## config.mk

```make
export PLATFORM = sky130hd
export DESIGN_NAME = mmbd_decode
export DESIGN_NICKNAME = d
export VERILOG_FILES = /design/src/hw/rtl/mmbd_pkg.sv /design/src/hw/rtl/mmbd_decode.sv
export SDC_FILE = /design/constraint.sdc
export NUM_CORES = 1
export LEC_CHECK = 0
export ABC_CLOCK_PERIOD_IN_PS = 2000
export BUFFER_PORTS_ARGS = -buffer_cell sky130_fd_sc_hd__buf_2
export CAP_MARGIN = 10
export CELL_PAD_IN_SITES_DETAIL_PLACEMENT = 1
export CELL_PAD_IN_SITES_GLOBAL_PLACEMENT = 1
export CORE_MARGIN = 4
export CORE_UTILIZATION = 21
export DETAILED_ROUTE_END_ITERATION = 8
export PLACE_DENSITY_LB_ADDON = 0.1
export SYNTH_ARGS = -nofsm -noshare
export SYNTH_HDL_FRONTEND = slang
export SYNTH_SLANG_ARGS = --single-unit
```

## constraint.sdc

```tcl
create_clock -name vclk -period 2
set_input_delay 0.3 -clock vclk [all_inputs]
set_output_delay 0.3 -clock vclk [all_outputs]
set_load 0.03 [all_outputs]
```

## src/hw/rtl/mmbd_pkg.sv

```systemverilog
package mmbd_pkg;

  // Default geometry of the banked stores
  localparam int ROM_BANK_BYTES_DEF = 16384;
  localparam int VRAM_BYTES_DEF     = 8192;
  localparam int CART_BYTES         = 8192;
  localparam int WRAM_BYTES         = 8192;
  // Sprite table, io registers, high ram and interrupt enable share one window
  localparam int SMALL_BYTES        = 512;

  // Inclusive end bounds of the bus regions, ascending
  localparam logic [15:0] END_ROM0   = 16'h3FFF;
  localparam logic [15:0] END_ROMX   = 16'h7FFF;
  localparam logic [15:0] END_VRAM   = 16'h9FFF;
  localparam logic [15:0] END_CART   = 16'hBFFF;
  localparam logic [15:0] END_WRAM   = 16'hDFFF;
  localparam logic [15:0] END_ECHO   = 16'hFDFF;
  localparam logic [15:0] END_SPRITE = 16'hFE9F;
  localparam logic [15:0] END_GAP0   = 16'hFEFF;
  localparam logic [15:0] END_IO     = 16'hFF4B;
  localparam logic [15:0] END_GAP1   = 16'hFF7F;
  localparam logic [15:0] END_HRAM   = 16'hFFFE;

  typedef enum logic [2:0] {
    REQ_READ    = 3'd0,
    REQ_WRITE   = 3'd1,
    REQ_INC     = 3'd2,
    REQ_DEC     = 3'd3,
    REQ_ADD     = 3'd4,
    REQ_SUB     = 3'd5,
    REQ_LOAD    = 3'd6,
    REQ_UNKNOWN = 3'd7
  } req_t;

  typedef enum logic [3:0] {
    RGN_ROM0   = 4'd0,
    RGN_ROMX   = 4'd1,
    RGN_VRAM   = 4'd2,
    RGN_CART   = 4'd3,
    RGN_WRAM   = 4'd4,
    RGN_ECHO   = 4'd5,
    RGN_SPRITE = 4'd6,
    RGN_GAP0   = 4'd7,
    RGN_IO     = 4'd8,
    RGN_GAP1   = 4'd9,
    RGN_HRAM   = 4'd10,
    RGN_IE     = 4'd11
  } region_t;

  localparam int REGION_LAST = 11;

  // Decoder result for one bus address
  typedef struct packed {
    region_t region;
    logic    has_cell;  // address maps to a stored byte
    logic    is_rom;    // byte lives in the ROM store
  } dec_t;

endpackage

```

## src/hw/rtl/mmbd_decode.sv

```systemverilog
module mmbd_decode #(
  parameter int VRAM_BYTES = mmbd_pkg::VRAM_BYTES_DEF,
  parameter int RAM_AW     = 15
) (
  input  logic [15:0]        addr,
  output mmbd_pkg::dec_t     dec,
  output logic [RAM_AW-1:0]  ram_idx
);

  localparam int VRAM_AW    = $clog2(VRAM_BYTES);
  localparam int CART_AW    = $clog2(mmbd_pkg::CART_BYTES);
  localparam int WRAM_AW    = $clog2(mmbd_pkg::WRAM_BYTES);
  localparam int SMALL_AW   = $clog2(mmbd_pkg::SMALL_BYTES);
  localparam int CART_BASE  = VRAM_BYTES;
  localparam int WRAM_BASE  = CART_BASE + mmbd_pkg::CART_BYTES;
  localparam int SMALL_BASE = WRAM_BASE + mmbd_pkg::WRAM_BYTES;

  logic [SMALL_AW-1:0] small_off;

  // Region by ascending end bounds
  always_comb begin
    dec = '0;
    priority if (addr <= mmbd_pkg::END_ROM0) begin
      dec.region = mmbd_pkg::RGN_ROM0;
    end else if (addr <= mmbd_pkg::END_ROMX) begin
      dec.region = mmbd_pkg::RGN_ROMX;
    end else if (addr <= mmbd_pkg::END_VRAM) begin
      dec.region = mmbd_pkg::RGN_VRAM;
    end else if (addr <= mmbd_pkg::END_CART) begin
      dec.region = mmbd_pkg::RGN_CART;
    end else if (addr <= mmbd_pkg::END_WRAM) begin
      dec.region = mmbd_pkg::RGN_WRAM;
    end else if (addr <= mmbd_pkg::END_ECHO) begin
      dec.region = mmbd_pkg::RGN_ECHO;
    end else if (addr <= mmbd_pkg::END_SPRITE) begin
      dec.region = mmbd_pkg::RGN_SPRITE;
    end else if (addr <= mmbd_pkg::END_GAP0) begin
      dec.region = mmbd_pkg::RGN_GAP0;
    end else if (addr <= mmbd_pkg::END_IO) begin
      dec.region = mmbd_pkg::RGN_IO;
    end else if (addr <= mmbd_pkg::END_GAP1) begin
      dec.region = mmbd_pkg::RGN_GAP1;
    end else if (addr <= mmbd_pkg::END_HRAM) begin
      dec.region = mmbd_pkg::RGN_HRAM;
    end else begin
      dec.region = mmbd_pkg::RGN_IE;
    end
    dec.has_cell = (dec.region != mmbd_pkg::RGN_GAP0) && (dec.region != mmbd_pkg::RGN_GAP1);
    dec.is_rom   = (dec.region == mmbd_pkg::RGN_ROM0) || (dec.region == mmbd_pkg::RGN_ROMX);
  end

  // Small window: sprites low half, io at 256, high ram and irq enable at 384
  always_comb begin
    small_off = '0;
    unique case (dec.region)
      mmbd_pkg::RGN_SPRITE: small_off = {1'b0, addr[7:0]};
      mmbd_pkg::RGN_IO:     small_off = {2'b10, addr[6:0]};
      default:              small_off = {2'b11, addr[6:0]};
    endcase
  end

  // Index into the shared RAM store; echo aliases work ram
  always_comb begin
    unique case (dec.region)
      mmbd_pkg::RGN_VRAM: ram_idx = RAM_AW'(addr[VRAM_AW-1:0]);
      mmbd_pkg::RGN_CART: ram_idx = RAM_AW'(CART_BASE) + RAM_AW'(addr[CART_AW-1:0]);
      mmbd_pkg::RGN_WRAM,
      mmbd_pkg::RGN_ECHO: ram_idx = RAM_AW'(WRAM_BASE) + RAM_AW'(addr[WRAM_AW-1:0]);
      default:            ram_idx = RAM_AW'(SMALL_BASE) + RAM_AW'(small_off);
    endcase
  end

endmodule

```

==> impl_summary.log <==
INFO  metric postSynthAreaPerCell = between 6 and 7 um2
INFO  metric diodes = 0
INFO  metric via_per_inst = ~4.6
INFO  metric rsz0062_at_grt = no
INFO  metric timing.critical_path.slowest_stage_cell = buf_2
INFO  metric layout_worst_path_cycle_share = 0.856
INFO  metric die-height = about 44 um
INFO  metric syn_inst = 41
INFO  metric routed-via-count = ~380
INFO  metric max_slew.worst_pin.slew = 0.350 ns
INFO  metric post_cts.repair.setup_buffers = 0
INFO  metric worst_path_setup_slack_after_routing = around 0.29 ns
INFO  metric antenna_found_initial = 0
INFO  metric final_hold_violating_endpoints = 0
INFO  metric syn2layout_area_growth = 51.8%
INFO  metric postRouteAntennaNets = 0
INFO  metric synth_area = around 280 um2
INFO  metric critical_path_required = 1.70 ns
INFO  metric status = complete, no violations
INFO  metric start_kind = input port
INFO  metric max-cap-violations = 0
INFO  metric seq_area = 0 um2
INFO  metric synth.net_count = between 50 and 60
INFO  metric layout-drive-gt1-share = 0.594
INFO  metric share_clk_of_total_power = 0
INFO  metric sw_frac_of_total = 0.672
INFO  metric finalSetupViolCount = 0
INFO  metric critical_path_peak_fanout = 3
INFO  metric critical-path-max-stage-delay = ~0.23 ns
INFO  metric port_buffers = 37
INFO  metric io-pin-count = 37
INFO  metric cp_top_family = simple AND/OR/NAND/NOR gates
INFO  metric drt_iter0_drc = 4
INFO  metric commonest_cells_after_routing_fill_and_taps_aside = buf_2, and3_1, o21ai_0, nor2_1
INFO  metric power.net_switching = 0.0784 mW
INFO  metric grt_overflow = 0
INFO  metric synth_sequential_area_ratio = 0
INFO  metric timing_worst_setup_path_type = input port to output port
INFO  metric final_max_slew_violation_count = 0
INFO  metric final_common_cell = buf_2
INFO  metric clock_buffers = 0
INFO  metric grt_usage = 0.112
INFO  metric die_area = a little under 2000 um2
INFO  metric flops_and_latches = 0
INFO  metric final_net_count = just under 90
INFO  metric post-dp-hpwl = 927 um
INFO  metric worstHoldEndpoint = ram_idx[0]
INFO  metric yosysWarningCount = 0
INFO  metric fin_setup_tns = 0 ns
INFO  metric post_detailed_routing_wire_length = 1.07 mm
INFO  metric internal_power = about 0.038 mW
INFO  metric number_of_global_route_vias_before_repair = roughly 380
INFO  metric pin_count_of_the_biggest_net_entering_global_routing = 12
INFO  metric floorplan.rows = 12
INFO  metric timing.critical_path.cells = buf_2 -> and4_4 -> and3_4 -> and3_4 -> a221oi_2 -> buf_2
INFO  metric critPathArrivalTime = 1.41 ns
INFO  metric synth_cell_types = 23
INFO  metric drt_drc_violations_left = 0
INFO  metric post_cts.resized_instances = 0
INFO  metric pre_cts_slack = between 0.2 and 0.3 ns
INFO  metric worst_ir_drop_vdd = 0.0967 mV
INFO  metric grt_first_pass_wirelength = 1.79 mm
INFO  metric gp_routability_congestion = 0.656
INFO  metric initial_core_util = 0.235
INFO  metric detail_route.wl_per_cell = 12.9 um
INFO  metric pwr-share-comb = 1.000
INFO  metric p_leak = 0.237 nW
INFO  metric critical_path.n_buffers_inverters = 2
INFO  metric min_from = addr[0]
INFO  metric holdBufCountCts = 0
INFO  metric power-per-cell-area = 279 nW/um2
INFO  metric max_clock_freq = 0.584 GHz
INFO  metric power.share.sequential = 0
INFO  metric hold-path-cell-count = 2
INFO  metric die_x = 44.2 um
INFO  metric endpoint_kind = output port
INFO  metric firstDrtPassIters = 2
INFO  metric worstHoldPathType = input port to output port
INFO  metric core = 1170 um2
INFO  metric slew_headroom = 0.764
INFO  metric final.min_clock_period = 1.71 ns
==> per-layer routing <==
layer / wire (um) / up-vias / track usage
met5: 0 / - / 0
met4: 0 / 0 / 0
met3: 98 / 0 / 0.0163
met2: 457 / 19 / 0.177
met1: 515 / 161 / 0.169
li1: - / 204 / -
==> power groups by stage <==
stage	Sequential [mW]	Clock, mW	Combinational (mW)
after CTS	0	0	0.118
after detailed placement	0	0	0.118
after global routing	0	0	0.127
after floorplan	0	0	0.0817
final	0	0	0.117
after global placement	0	0	0.117
==> kinds of logic after synthesis <==
logic type,synth area share
and+or+nand+nor,0.455
AOI/OAI and AO/OA,0.264
buffers and inverters,0.245
muxes,0.0364
==> final cells by class <==
cell class         instances  area (um2)
inverters                  2        7.51
well taps                 14        17.5
fillers                  171         753
repair buffers            37         185
multi-input cells         30         208
==> worst max-delay path by stage <==
| stage | startpoint | to | cells after the start |
|---|---|---|---|
| after global routing | addr[3] | ram_idx[7] | 6 |
| after global placement | addr[12] | dec[2] | 6 |
| after CTS | addr[12] | dec[2] | 6 |
| after detailed placement | addr[12] | dec[2] | 6 |
| after floorplan | addr[12] | dec[2] | 4 |
| final | addr[12] | dec[2] | 6 |
==> per-stage QoR <==
step	instances	hold WS (ns)	util	power [mW]	instance area (um2)
6_report	83	0.868	0.357	0.117	418
3_5_place_dp	83	0.871	0.357	0.118	418
4_1_cts	83	0.871	0.357	0.118	418
5_1_grt	83	0.878	0.357	0.127	418
2_1_floorplan	41	0.732	-	0.0817	275
3_3_place_gp	83	0.870	0.357	0.117	418
==> cell usage after synthesis <==
cell,n,area share
nor2b_1,1,0.023
a221oi_2,1,0.055
buf_4,7,0.19
inv_1,2,0.027
nand3_1,2,0.036
nand4_1,1,0.023
nand2_1,1,0.014
mux2i_1,1,0.036
o21ai_0,3,0.055
and4_4,1,0.041
nand2b_1,1,0.023
nor3b_1,1,0.027
clkbuf_1,2,0.027
a41oi_1,1,0.032
and3_1,5,0.11
a211oi_1,1,0.027
and4_1,1,0.032
a31o_1,1,0.032
a21oi_1,1,0.018
and3_4,2,0.082
o211ai_1,1,0.027
nor2_1,3,0.041
o21ai_1,1,0.018
Note: power is estimated with default switching activity, not from simulation.
